--- config.mk ---
export PLATFORM = sky130hd
export DESIGN_NAME = multiply_to_base1000_groups_flat
export DESIGN_NICKNAME = d
export VERILOG_FILES = /design/src/rtl/mbg_pkg.sv /design/src/rtl/mbg_ifs.sv /design/src/rtl/mbg_cell.sv /design/src/rtl/multiply_to_base1000_groups.sv /design/src/flat_wrapper.sv
export SDC_FILE = /design/constraint.sdc
export NUM_CORES = 1
export LEC_CHECK = 0
export BUFFER_PORTS_ARGS = -buffer_cell sky130_fd_sc_hd__buf_2
export CORE_ASPECT_RATIO = 2
export CORE_MARGIN = 10
export CORE_UTILIZATION = 40
export CTS_BUF_LIST = sky130_fd_sc_hd__clkbuf_16
export CTS_CLUSTER_SIZE = 20
export DETAILED_ROUTE_END_ITERATION = 8
export PLACE_DENSITY_LB_ADDON = 0.3
export SYNTH_ARGS = -nofsm -noshare
export SYNTH_HDL_FRONTEND = slang
export SYNTH_HIERARCHICAL = 1
export SYNTH_SLANG_ARGS = --single-unit
--- constraint.sdc ---
create_clock -name clock -period 12.99 [get_ports clock]
set_clock_uncertainty 0.2 [all_clocks]
set_input_delay 1.299 -clock clock [delete_from_list [all_inputs] [get_ports clock]]
set_output_delay 1.299 -clock clock [all_outputs]
set_load 0.01 [all_outputs]
--- src/rtl/mbg_pkg.sv ---
// Package for multiply_to_base1000_groups: sequencer states, cell operations,
// the cell control struct and the fixed field widths. No dependencies.
package mbg_pkg;

   localparam int GROUP_RADIX = 1000;
   localparam int LIMB_W      = 10;   // one base-1000 group, 0..999
   localparam int CARRY_W     = 2;    // pending carry per cell, 0..3
   localparam int SUM_W       = 12;   // cell sum before the split, below 4000
   localparam int INDEX_W     = 3;    // group_index field width

   typedef enum logic [2:0] {
      ST_IDLE,
      ST_CONV,
      ST_CFLUSH,
      ST_LOAD,
      ST_MULT,
      ST_MFLUSH,
      ST_FIND,
      ST_EMIT
   } state_type;

   typedef enum logic [2:0] {
      OP_CLEAR,
      OP_CONV,
      OP_LOAD,
      OP_MULT,
      OP_FLUSH,
      OP_HOLD
   } cell_op_type;

   typedef struct packed {
      cell_op_type op;
      logic        add_bit;
   } cell_ctrl_type;

endpackage

--- src/rtl/mbg_ifs.sv ---
// Channel interfaces for multiply_to_base1000_groups: operand word in,
// group word out. Depends on mbg_pkg for the fixed output widths.
interface mbg_req_if #(
   parameter int OPERAND_BITS = 31
);
   logic                    valid;
   logic                    ready;
   logic [OPERAND_BITS-1:0] multiplicand;
   logic [OPERAND_BITS-1:0] multiplier;

   modport source (output valid, output multiplicand, output multiplier, input ready);
   modport sink   (input valid, input multiplicand, input multiplier, output ready);
endinterface

interface mbg_rsp_if
   import mbg_pkg::*;
();
   logic               valid;
   logic               ready;
   logic [LIMB_W-1:0]  group_value;
   logic [INDEX_W-1:0] group_index;
   logic               last_group;

   modport source (output valid, output group_value, output group_index, output last_group,
                   input ready);
   modport sink   (input valid, input group_value, input group_index, input last_group,
                   output ready);
endinterface

--- src/rtl/mbg_cell.sv ---
// One radix-1000 limb cell: limb, pending carry and multiplicand group.
// Depends on mbg_pkg.
module mbg_cell
   import mbg_pkg::*;
(
   input  logic                clock,
   input  cell_ctrl_type       ctrl,
   input  logic                first,      // tied high on cell 0 only
   input  logic [CARRY_W-1:0]  carry_in,   // registered carry of the lower cell
   output logic [CARRY_W-1:0]  carry_out,
   output logic [LIMB_W-1:0]   limb
);

   logic [LIMB_W-1:0]  limb_ff, limb_in;
   logic [LIMB_W-1:0]  mc_ff, mc_in;
   logic [CARRY_W-1:0] carry_ff, carry_in_nx;
   logic [SUM_W-1:0]   sum;
   logic [SUM_W-1:0]   addend;
   logic [CARRY_W-1:0] quot;
   logic [SUM_W-1:0]   rem;

   // Late carries come in doubled: the whole row doubled since they left.
   always_comb begin
      addend = '0;
      case (ctrl.op)
         OP_CONV: addend = SUM_W'(ctrl.add_bit & first);
         OP_MULT: addend = ctrl.add_bit ? SUM_W'(mc_ff) : '0;
         default: addend = '0;
      endcase
      if (ctrl.op == OP_FLUSH) begin
         sum = SUM_W'(limb_ff) + SUM_W'(carry_in);
      end else begin
         sum = {1'b0, limb_ff, 1'b0} + SUM_W'({carry_in, 1'b0}) + addend;
      end
   end

   // Sum stays below 4000: three compares give the quotient.
   always_comb begin
      if (sum >= SUM_W'(3 * GROUP_RADIX)) begin
         quot = 2'd3;
      end else if (sum >= SUM_W'(2 * GROUP_RADIX)) begin
         quot = 2'd2;
      end else if (sum >= SUM_W'(GROUP_RADIX)) begin
         quot = 2'd1;
      end else begin
         quot = 2'd0;
      end
      rem = sum - SUM_W'(quot) * SUM_W'(GROUP_RADIX);
   end

   always_comb begin
      limb_in     = limb_ff;
      mc_in       = mc_ff;
      carry_in_nx = carry_ff;
      case (ctrl.op)
         OP_CLEAR: begin
            limb_in     = '0;
            carry_in_nx = '0;
         end
         OP_LOAD: begin
            mc_in       = limb_ff;
            limb_in     = '0;
            carry_in_nx = '0;
         end
         OP_CONV, OP_MULT, OP_FLUSH: begin
            limb_in     = rem[LIMB_W-1:0];
            carry_in_nx = quot;
         end
         default: begin
         end
      endcase
   end

   always_ff @(posedge clock) begin
      limb_ff  <= limb_in;
      mc_ff    <= mc_in;
      carry_ff <= carry_in_nx;
   end

   assign carry_out = carry_ff;
   assign limb      = limb_ff;

endmodule

--- src/rtl/multiply_to_base1000_groups.sv ---
// Top level of multiply_to_base1000_groups: sequencer, operand registers,
// row of mbg_cell limbs and the output word register. Depends on mbg_pkg, mbg_ifs.
//
//   channel   dir  handshake    word contents
//   req_chan  in   valid/ready  multiplicand, multiplier
//   rsp_chan  out  valid/ready  group_value, group_index, last_group
//
// One item passes through the cell row in order (convert multiplicand, flush,
// load, multiply, flush, find top group); then the groups are emitted from the
// top group down, and the sequencer returns to idle to take the next word. The
// carry walk through the cell row, one cell per cycle, sets the flush lengths.
// Reset clears the sequencer and the output valid; cell contents are cleared on
// every accepted word. A stalled rsp_chan holds emission; the last group may still
// wait in the output register while the next word is accepted and worked on.
module multiply_to_base1000_groups
   import mbg_pkg::*;
#(
   parameter int OPERAND_BITS = 31,
   parameter int GROUP_COUNT  = 7
) (
   input  logic          clock,
   input  logic          reset,
   mbg_req_if.sink       req_chan,
   mbg_rsp_if.source     rsp_chan
);

   localparam int BIT_W = $clog2(OPERAND_BITS);
   localparam int CNT_W = $clog2(OPERAND_BITS > GROUP_COUNT ? OPERAND_BITS : GROUP_COUNT);
   localparam int IDX_W = $clog2(GROUP_COUNT);

   state_type              state_ff, state_in;
   logic [CNT_W-1:0]       cnt_ff, cnt_in;
   logic [IDX_W-1:0]       idx_ff, idx_in;
   logic [OPERAND_BITS-1:0] mcand_ff, mcand_in;
   logic [OPERAND_BITS-1:0] mplier_ff, mplier_in;

   logic                   rsp_valid_ff, rsp_valid_in;
   logic [LIMB_W-1:0]      rsp_value_ff, rsp_value_in;
   logic [IDX_W-1:0]       rsp_index_ff, rsp_index_in;
   logic                   rsp_last_ff, rsp_last_in;

   cell_ctrl_type          ctrl;
   logic                   req_accept;
   logic                   out_free;
   logic                   cnt_zero;
   logic [IDX_W-1:0]       top_idx;

   logic [LIMB_W-1:0]      limbs [GROUP_COUNT];
   logic [CARRY_W-1:0]     carries [GROUP_COUNT];

   assign req_accept = req_chan.valid && req_chan.ready;
   assign out_free   = !rsp_valid_ff || rsp_chan.ready;
   assign cnt_zero   = (cnt_ff == '0);

   // Row of limb cells, group 0 at the bottom; carry out of the top is dropped.
   assign carries[0] = '0;
   for (genvar k = 0; k < GROUP_COUNT; k++) begin : g_cell
      if (k < GROUP_COUNT - 1) begin : g_mid
         mbg_cell u_cell (
            .clock     (clock),
            .ctrl      (ctrl),
            .first     (k == 0),
            .carry_in  (carries[k]),
            .carry_out (carries[k+1]),
            .limb      (limbs[k])
         );
      end else begin : g_top
         mbg_cell u_cell (
            .clock     (clock),
            .ctrl      (ctrl),
            .first     (k == 0),
            .carry_in  (carries[k]),
            .carry_out (),
            .limb      (limbs[k])
         );
      end
   end

   // Highest non-zero group; group 0 when all are zero.
   always_comb begin
      top_idx = '0;
      for (int k = 1; k < GROUP_COUNT; k++) begin
         if (limbs[k] != '0) begin
            top_idx = IDX_W'(k);
         end
      end
   end

   // Next state
   always_comb begin
      state_in = state_ff;
      unique case (state_ff)
         ST_IDLE:   if (req_accept) state_in = ST_CONV;
         ST_CONV:   if (cnt_zero) state_in = ST_CFLUSH;
         ST_CFLUSH: if (cnt_zero) state_in = ST_LOAD;
         ST_LOAD:   state_in = ST_MULT;
         ST_MULT:   if (cnt_zero) state_in = ST_MFLUSH;
         ST_MFLUSH: if (cnt_zero) state_in = ST_FIND;
         ST_FIND:   state_in = ST_EMIT;
         ST_EMIT:   if (out_free && idx_ff == '0) state_in = ST_IDLE;
         default:   state_in = ST_IDLE;
      endcase
   end

   // Outputs of the sequencer: cell control and input ready
   always_comb begin
      ctrl.op      = OP_HOLD;
      ctrl.add_bit = 1'b0;
      req_chan.ready = 1'b0;
      unique case (state_ff)
         ST_IDLE: begin
            ctrl.op        = OP_CLEAR;
            req_chan.ready = 1'b1;
         end
         ST_CONV: begin
            ctrl.op      = OP_CONV;
            ctrl.add_bit = mcand_ff[cnt_ff[BIT_W-1:0]];
         end
         ST_CFLUSH, ST_MFLUSH: ctrl.op = OP_FLUSH;
         ST_LOAD:   ctrl.op = OP_LOAD;
         ST_MULT: begin
            ctrl.op      = OP_MULT;
            ctrl.add_bit = mplier_ff[cnt_ff[BIT_W-1:0]];
         end
         ST_FIND, ST_EMIT: ctrl.op = OP_HOLD;
         default:   ctrl.op = OP_HOLD;
      endcase
   end

   // Counters, operands and output word register
   always_comb begin
      cnt_in       = cnt_ff;
      idx_in       = idx_ff;
      mcand_in     = mcand_ff;
      mplier_in    = mplier_ff;
      rsp_valid_in = rsp_valid_ff && !rsp_chan.ready;
      rsp_value_in = rsp_value_ff;
      rsp_index_in = rsp_index_ff;
      rsp_last_in  = rsp_last_ff;

      if (req_accept) begin
         mcand_in  = req_chan.multiplicand;
         mplier_in = req_chan.multiplier;
         cnt_in    = CNT_W'(OPERAND_BITS - 1);
      end

      case (state_ff)
         ST_CONV, ST_MULT: begin
            cnt_in = cnt_zero ? CNT_W'(GROUP_COUNT - 1) : cnt_ff - 1'b1;
         end
         ST_CFLUSH, ST_MFLUSH: begin
            cnt_in = cnt_ff - 1'b1;
         end
         ST_LOAD: cnt_in = CNT_W'(OPERAND_BITS - 1);
         ST_FIND: idx_in = top_idx;
         ST_EMIT: begin
            if (out_free) begin
               rsp_valid_in = 1'b1;
               rsp_value_in = limbs[idx_ff];
               rsp_index_in = idx_ff;
               rsp_last_in  = (idx_ff == '0);
               idx_in       = idx_ff - 1'b1;
            end
         end
         default: begin
         end
      endcase
   end

   always_ff @(posedge clock) begin
      if (reset) begin
         state_ff     <= ST_IDLE;
         rsp_valid_ff <= 1'b0;
      end else begin
         state_ff     <= state_in;
         rsp_valid_ff <= rsp_valid_in;
      end
      cnt_ff       <= cnt_in;
      idx_ff       <= idx_in;
      mcand_ff     <= mcand_in;
      mplier_ff    <= mplier_in;
      rsp_value_ff <= rsp_value_in;
      rsp_index_ff <= rsp_index_in;
      rsp_last_ff  <= rsp_last_in;
   end

   assign rsp_chan.valid       = rsp_valid_ff;
   assign rsp_chan.group_value = rsp_value_ff;
   assign rsp_chan.group_index = INDEX_W'(rsp_index_ff);
   assign rsp_chan.last_group  = rsp_last_ff;

endmodule
--- src/flat_wrapper.sv ---
// flat-port wrapper written by rule: the top's interface ports become plain ports
module multiply_to_base1000_groups_flat import mbg_pkg::*;
#(
   parameter int OPERAND_BITS = 31,
   parameter int GROUP_COUNT  = 7
)
  (clock, reset, req_chan_valid, req_chan_multiplicand, req_chan_multiplier, req_chan_ready, rsp_chan_valid, rsp_chan_group_value, rsp_chan_group_index, rsp_chan_last_group, rsp_chan_ready);
  mbg_req_if #(.OPERAND_BITS(OPERAND_BITS)) req_chan_i ();
  mbg_rsp_if rsp_chan_i ();
  input  logic clock;
  input  logic reset;
  input wire logic [$bits(req_chan_i.valid)-1:0] req_chan_valid;
  input wire logic [$bits(req_chan_i.multiplicand)-1:0] req_chan_multiplicand;
  input wire logic [$bits(req_chan_i.multiplier)-1:0] req_chan_multiplier;
  output wire logic [$bits(req_chan_i.ready)-1:0] req_chan_ready;
  output wire logic [$bits(rsp_chan_i.valid)-1:0] rsp_chan_valid;
  output wire logic [$bits(rsp_chan_i.group_value)-1:0] rsp_chan_group_value;
  output wire logic [$bits(rsp_chan_i.group_index)-1:0] rsp_chan_group_index;
  output wire logic [$bits(rsp_chan_i.last_group)-1:0] rsp_chan_last_group;
  input wire logic [$bits(rsp_chan_i.ready)-1:0] rsp_chan_ready;
  assign req_chan_i.valid = req_chan_valid;
  assign req_chan_i.multiplicand = req_chan_multiplicand;
  assign req_chan_i.multiplier = req_chan_multiplier;
  assign req_chan_ready = req_chan_i.ready;
  assign rsp_chan_valid = rsp_chan_i.valid;
  assign rsp_chan_group_value = rsp_chan_i.group_value;
  assign rsp_chan_group_index = rsp_chan_i.group_index;
  assign rsp_chan_last_group = rsp_chan_i.last_group;
  assign rsp_chan_i.ready = rsp_chan_ready;
  multiply_to_base1000_groups #(.OPERAND_BITS(OPERAND_BITS), .GROUP_COUNT(GROUP_COUNT)) u_core (.clock(clock), .reset(reset), .req_chan(req_chan_i), .rsp_chan(rsp_chan_i));
endmodule
# ---- Word-level counts from Yosys, hierarchy flattened
# Cells that the tools add are included.
dict set report word_totals {
  regBits 240
  in_bits 66
  out_inout_bits 16
}
dict set report classes {
  add_sub_neg 28
  n_mul 7
  n_lt_le_gt_ge 23
  n_eq_ne 18
  n_mux 85
  bitwise_logic 1
  reduce_logical 27
}
# cell n
set ops {}
lappend ops {{$pmux W10 S2} 8}
lappend ops {{$mux W10} 15}
lappend ops {{$ge A12 B10 Y1 const B} 7}
lappend ops {{$ge A12 B11 Y1 const B} 7}
lappend ops {{$ge A12 B12 Y1 const B} 7}
lappend ops {{$mux W12} 7}
lappend ops {{$add A11 B3 Y12} 6}
lappend ops {{$add A12 B12 Y12} 6}
lappend ops {{$sub A10 B10 Y10} 7}
lappend ops {{$add A10 B2 Y11} 6}
lappend ops {{$reduce_bool A10 Y1} 6}
lappend ops {{$mul A2 B7 Y7 const B} 7}
lappend ops {{$mux W2} 16}
lappend ops {{$bmux W10 S3} 1}
lappend ops {{$mux W3} 10}
lappend ops {{$pmux W2 S2} 6}
lappend ops {{$pmux W3 S8} 1}
lappend ops {{$pmux W3 S6} 1}
lappend ops {{$eq A3 B3 Y1 const B} 5}
lappend ops {{$pmux W5 S3} 1}
lappend ops {{$ne A2 B1 Y1 const B} 7}
lappend ops {{$mux W1} 13}
lappend ops {{$add A11 B12 Y12} 1}
lappend ops {{$eq A3 B2 Y1 const B} 4}
lappend ops {{21 further kinds} 34}

# ---- Logic depth before layout (Yosys ltp)
# Gate-level depths: netlist of run 1.
dict set report logic_depth {
  ltp_word 14
  mapped_depth 31
}

# ---- Hierarchy
# Netlist of run 1, hierarchy kept.
# mod instances cells_each area_each_um2 seq_area_each_um2
set modules_own_cells {}
lappend modules_own_cells {{mbg_cell (u_core.g_cell[2].g_mid.u_cell ...)} 4 217 2153.3 660.6}
lappend modules_own_cells {multiply_to_base1000_groups 1 298 4369.2 2602.5}
lappend modules_own_cells {{mbg_cell (u_core.g_cell[0].g_mid.u_cell ...)} 2 216 2144.6 660.6}
lappend modules_own_cells {{mbg_cell (u_core.g_cell[1].g_mid.u_cell)} 1 220 2138.3 660.6}

# ---- Worst setup path after synthesis of run 1
# OpenSTA, ideal clock, no wires.
dict set report synth_timing {
  path_kind {reg-to-reg}
  startpoint {register u_core.state_ff[1]}
  endpoint {register u_core.g_cell[6].g_top.u_cell.limb_ff[7] (data pin)}
  setup_ns 0.262
  arrival_ns 8.068
  slack_ns 4.460
  path_stages_with_launch 25
  n_path_buf 2
  synth_period_minus_slack_ns 8.530
  cell_sequence {dfxtp_1 > clkbuf_1 > nand2_1 > o21ai_0 > and3_1 > clkbuf_1 > nand2_1 > fa_1 > inv_1 > ha_1 > inv_1 > fa_1 > nor2b_1 > o31ai_2 > a2111oi_0 > or3_1 > a31oi_1 > nor4_4 > a21oi_2 > inv_1 > nor2_1 > fa_1 > maj3_1 > o21bai_1 > mux2_1}
}
# item line_no
set synth_rtl {}
lappend synth_rtl {{from (decl)} multiply_to_base1000_groups.sv:31} ;# state_type state_ff, state_in;
lappend synth_rtl {{from (signal assigned)} multiply_to_base1000_groups.sv:175} ;# state_ff <= state_in;
lappend synth_rtl {{to (signal assigned)} mbg_cell.sv:75} ;# limb_ff <= limb_in;
lappend synth_rtl {{to (decl)} mbg_cell.sv:14} ;# logic [LIMB_W-1:0] limb_ff, limb_in;

==> results.toml, run 1 <==
[status]
status = "complete, no violations"

[route]
drt-initial-drc-count = 876
avgViaCountPerCell = 5.536
vias = 14220
postRouteAntennaNets = 0
wirelength_um = 45430
first_pass_iters = 6
detail_route.wl_per_cell_um = 17.69
drc = 0

[clocking]
cts_tree = "done"
cts.clk_slew.worst_paths_ps = 60
htreeDepth = 1
numClockSinks = 240
post_cts_buffers = 0
cts_root_buf = "clkbuf_16"
cts_buffer_depth = 3
cts.repair.resized = 0
postCtsHoldBufs = 0
numCtsBuffers = 25
clk-insertion-delay-late_ps = 550

[floorplanning]
num_rows = 114
die_x_um = 175.5
dieArea_sq_um = 58080
core-area_sq_um = 48070
initial_core_util_pct = 40.24
ioPinCount = 82
die_y_um = 331.0

[placement]
dpl-instance-area_sq_um = 20490
dp_hpwl_um = 34320
placed_cells = 2523
place_congestion = 0.8373
io_buffers = 81

[timing]
slew-limit-headroom_pct = 22.49
max_freq_mhz = 128.8
hold_viol_final = 0
fin_crit_ps = 7765
finalCritPeriodShare_pct = 59.78
tns_ps = 0
tightest_slew_ps = 1155
slew_viol_final = 0
setup_viol = 0
rsz0062_at_grt = "false"

[final_layout]
final_cell_mix = "edfxtp_1 (236), nor2_1 (165), ha_1 (164)"
fin_nets = 2177
n_antenna_cell = 0
num-fill-cells = 4599
stdcell_count = 2568
multiInputGateArea_sq_um = 11560
layout_commonest_cell = "edfxtp_1"
finish.utilization_pct = 44.39
syn_to_final_growth_pct = 10.32
seqCellArea_sq_um = 7167
design_area_sq_um = 21340
drive_above_1_share_pct = 14.04

[global_routing]
grt_pass1_vias = 14190
grt_remaining_overflow = 0
grt_max_degree = 63
grt_pass1_wl_um = 75110
grt_use_total_pct = 15.61
antenna_found_initial = 1

[synth]
syn_avg_cell_area_sq_um = 10.66
synthesis.area_sq_um = 19340
netlist_instances = 1814
yosys_warnings = 6

[critical_path]
r2r_cells = 24
crit_type = "register to register"
r2r-start = "u_core/cnt_ff[1]"
worstPathRequired_ps = 13050
reg2reg_setup_slack_ps = 5230
start_kind = "register"
endpoint_kind = "register"
worstPathArrival_ps = 7830
r2r_end = "u_core/g_cell[0].g_mid.u_cell/limb[9]"
cp_max_fo = 21

[pwr]
power.density_nw_per_um2 = 130.7
peakVddDrop_mv = 0.1164
leakage_nw = 8.899

[hold_path]
hp-start = "u_core/g_cell[0].g_mid.u_cell/mc_ff[0]"
min_to = "u_core/g_cell[0].g_mid.u_cell/limb[0]"
hp-class = "register to register"
whs_path_depth = 2

[run]
cap_violations = 0
power by group:
part	total, mW	switching [mW]	leakage (nW)	internal (mW)
clock network	0.764	0.313	0.431	0.450
registers	1.08	0.144	2.46	0.941
logic	0.941	0.520	6.01	0.420
total	2.79	0.978	8.90	1.81
metrics by stage:
stage,worst slack [ps],power [mW],hold WS [ps]
after floorplan,4460,1.791,220.6
after global placement,5345,2.018,311.0
after detailed placement,5201,2.036,317.4
after CTS,5174,2.808,333.1
after global routing,4548,2.975,346.3
final,5225,2.789,329.9
cell type report:
cell class,instances,area share [%]
Clock inverter,20,1.061
Sequential cell,240,33.59
Tap cell,638,3.741
Inverter,112,1.970
Multi-Input combinational cell,1434,54.17
Clock buffer,25,2.932
Timing Repair Buffer,99,2.533
routing by layer:
layer | vias up | wire (um) | part of all wire, % | track usage (%)
li1 | 7048 | - | - | -
met1 | 6818 | 21230 | 47 | 21.35
met2 | 289 | 21170 | 47 | 25.43
met3 | 60 | 2070 | 4.6 | 2.253
met4 | 2 | 942 | 2.1 | 4.070
met5 | - | 17 | 0.037 | 0
registers in the layout (all words and copies together) (netlist names), 3 cells and up:
name	count
u_core/g_cell.g_mid.u_cell/mc_ff	60
u_core/mplier_ff	31
u_core/g_cell.g_top.u_cell/limb	10
u_core/g_cell.g_top.u_cell/mc_ff	10
u_core/rsp_chan.group_index	3
u_core/rsp_chan.group_value	10
u_core/idx_ff	3
u_core/state_ff	3
u_core/mcand_ff	31
u_core/cnt_ff	5
u_core/g_cell.g_mid.u_cell/carry_out	12
u_core/g_cell.g_mid.u_cell/limb	60
worst max path at each step:
stage | from | to | slack [ps] | depth (start not counted)
floorplan | u_core/state_ff[1] | u_core/g_cell[0].g_mid.u_cell/limb[7] | 4460 | 24
global placement | u_core/cnt_ff[1] | u_core/g_cell[0].g_mid.u_cell/limb[9] | 5350 | 23
detailed placement | u_core/cnt_ff[1] | u_core/g_cell[0].g_mid.u_cell/limb[9] | 5200 | 24
CTS | u_core/cnt_ff[0] | u_core/g_cell[0].g_mid.u_cell/limb[9] | 5170 | 24
global route | u_core/cnt_ff[1] | u_core/g_cell[3].g_mid.u_cell/limb[9] | 4550 | 28
finish | u_core/cnt_ff[1] | u_core/g_cell[0].g_mid.u_cell/limb[9] | 5230 | 24
critical path: stages, from the launching register on:
cell,delay (ps)
edfxtp_1,840
mux4_1,390
o211ai_1,90
mux4_2,500
o22ai_2,630
and3_1,430
and2_1,190
fa_1,420
ha_1,230
inv_1,70
fa_1,400
a221oi_1,610
or2_2,220
a31oi_1,80
o41a_1,410
a21oi_2,280
inv_1,140
ha_1,310
inv_1,40
ha_1,330
and3_1,220
nand2_1,60
o211ai_1,190
xnor2_1,140
nor2_1,50
Power figures use the tool's default switching activity.
==> run 2: changes to the inputs <==
- ABC_AREA: not set -> 1
- clock period: 12.99 -> 7.5 ns (I/O delays scaled with it)
==> run 2 against run 1 <==
Net effect: final area up 4.8%; critical path type unchanged; combinational power rose to 3.9 times the previous value; sequential cell count unchanged; fmax up 18%.
==> results.toml, run 2 <==
[floorplanning]
dieArea_sq_um = 61260
initial_core_util_pct = 40.36
die_y_um = 340.2
ioPinCount = 82
core-area_sq_um = 50800
num_rows = 117
die_x_um = 180.1

[timing]
fin_crit_ps = 6603
max_freq_mhz = 151.4
hold_slack_ps = 181.0
finalCritPeriodShare_pct = 88.04
setup_viol = 0
slew-limit-headroom_pct = 17.46
slew_viol_final = 0
tightest_slew_ps = 1230
rsz0062_at_grt = "false"
tns_ps = 0
hold_viol_final = 0

[final_layout]
finish.utilization_pct = 44.03
design_area_sq_um = 22370
fin_nets = 3062
multiInputGateArea_sq_um = 11020
num-fill-cells = 5079
syn_to_final_growth_pct = 9.093
layout_commonest_cell = "nand2_1"
n_antenna_cell = 0
seqCellArea_sq_um = 7167
final_cell_mix = "nand2_1 (651), inv_1 (484), nand3_1 (258)"
drive_above_1_share_pct = 13.50

[clocking]
cts_buffer_depth = 3
cts.clk_slew.worst_paths_ps = 70
clk-insertion-delay-late_ps = 540
postCtsHoldBufs = 0
cts_tree = "done"
htreeDepth = 1
numCtsBuffers = 25
numClockSinks = 240
post_cts_buffers = 0
cts.repair.resized = 0
cts_root_buf = "clkbuf_16"

[hold_path]
hp-class = "input port to register"

[route]
first_pass_iters = 5
avgViaCountPerCell = 5.114
postRouteAntennaNets = 0
vias = 17740
detail_route.wl_per_cell_um = 16.40
drt-initial-drc-count = 919
wirelength_um = 56870
drc = 0

[pwr]
peakVddDrop_mv = 0.2204
power_mw = 7.227
power.density_nw_per_um2 = 323.1
leakage_nw = 10.93

[placement]
dpl-instance-area_sq_um = 21550
dp_hpwl_um = 46140
io_buffers = 81
place_congestion = 0.9230

[global_routing]
grt_use_total_pct = 18.08
grt_max_degree = 63
antenna_found_initial = 0
grt_pass1_wl_um = 90860
grt_pass1_vias = 18240
grt_remaining_overflow = 0

[critical_path]
worstPathRequired_ps = 7590
cp_max_fo = 18
path_common_cell = "nand2_1"
endpoint_kind = "register"
max_stage_delay_ps = 780
slowest_stage = "edfxtp_1"
worstPathArrival_ps = 6700
start_kind = "register"
crit_type = "register to register"

[synth]
synthesis.area_sq_um = 20500
yosys_warnings = 6
netlist_instances = 2704
syn_avg_cell_area_sq_um = 7.582

[status]
status = "complete, no violations"

[run]
cap_violations = 0
run 2: changes by cell type in the layout (fill, tap and decap cells not counted), moves of 31 or more:
cell     previous run  this run
nand2_1            90       651
nand3_2             1        49
nor2_2              1        32
nand2_2             2        61
and2_1             58         0
inv_1             113       484
nand3_1            46       258
mux2i_1            34         0
xnor2_1            78         7
inv_2               0        44
nor2_1            165       254
run 2: layout make-up:
cell class              count  area share [%]
multi-input cells        1895           49.25
flip-flops and latches    240           32.04
clock inverters            19          0.8391
inverters                 538           9.062
well taps                 654           3.659
clock buffers              25           2.797
repair buffers             97           2.350
run 2: final timing paths:
check                            from                               endpoint  slack [ps]  cells after the start
max                  u_core/cnt_ff[1]  u_core/g_cell[5].g_mid.u_cell/limb[9]         900                     38
min          req_chan_multiplicand[0]                     u_core/mcand_ff[0]         180                      1
max reg2reg          u_core/cnt_ff[1]  u_core/g_cell[5].g_mid.u_cell/limb[9]         900                     38
min reg2reg     u_core/rsp_chan.valid                  u_core/rsp_chan.valid         310                      2
run 2: report_power, final:
group,internal (mW),switching [mW]
clock,0.740,0.531
combinational,1.25,2.44
sequential,1.90,0.356
run 2: worst max-delay path: cells and delay by family, from the launching register on:
kind                       cells  cell delay, ps
and+or+nand+nor               23            2450
adders and majority gates      5            1730
buffers and inverters          7             850
DFF                            1             780
AOI/OAI and AO/OA              3             300
run 2: through the flow:
stage | setup WS (ps) | cells
3_5_place_dp | 952.2 | 3424
3_3_place_gp | 1065 | 3424
4_1_cts | 933.9 | 3468
5_1_grt | 302.0 | 3468
6_report | 896.9 | 3468
2_1_floorplan | 25.91 | 2714
run 2: routing by layer:
metal  part of all wire (%)  vias to the layer above  track usage, %  routed length [um]
li1                       -                     8864               -                   -
met1                     34                     8293           16.59               19480
met2                     57                      442           37.63               32510
met3                    3.6                      138           1.583                2052
met4                    5.0                        0           9.347                2827
met5                      0                        -               0                   0
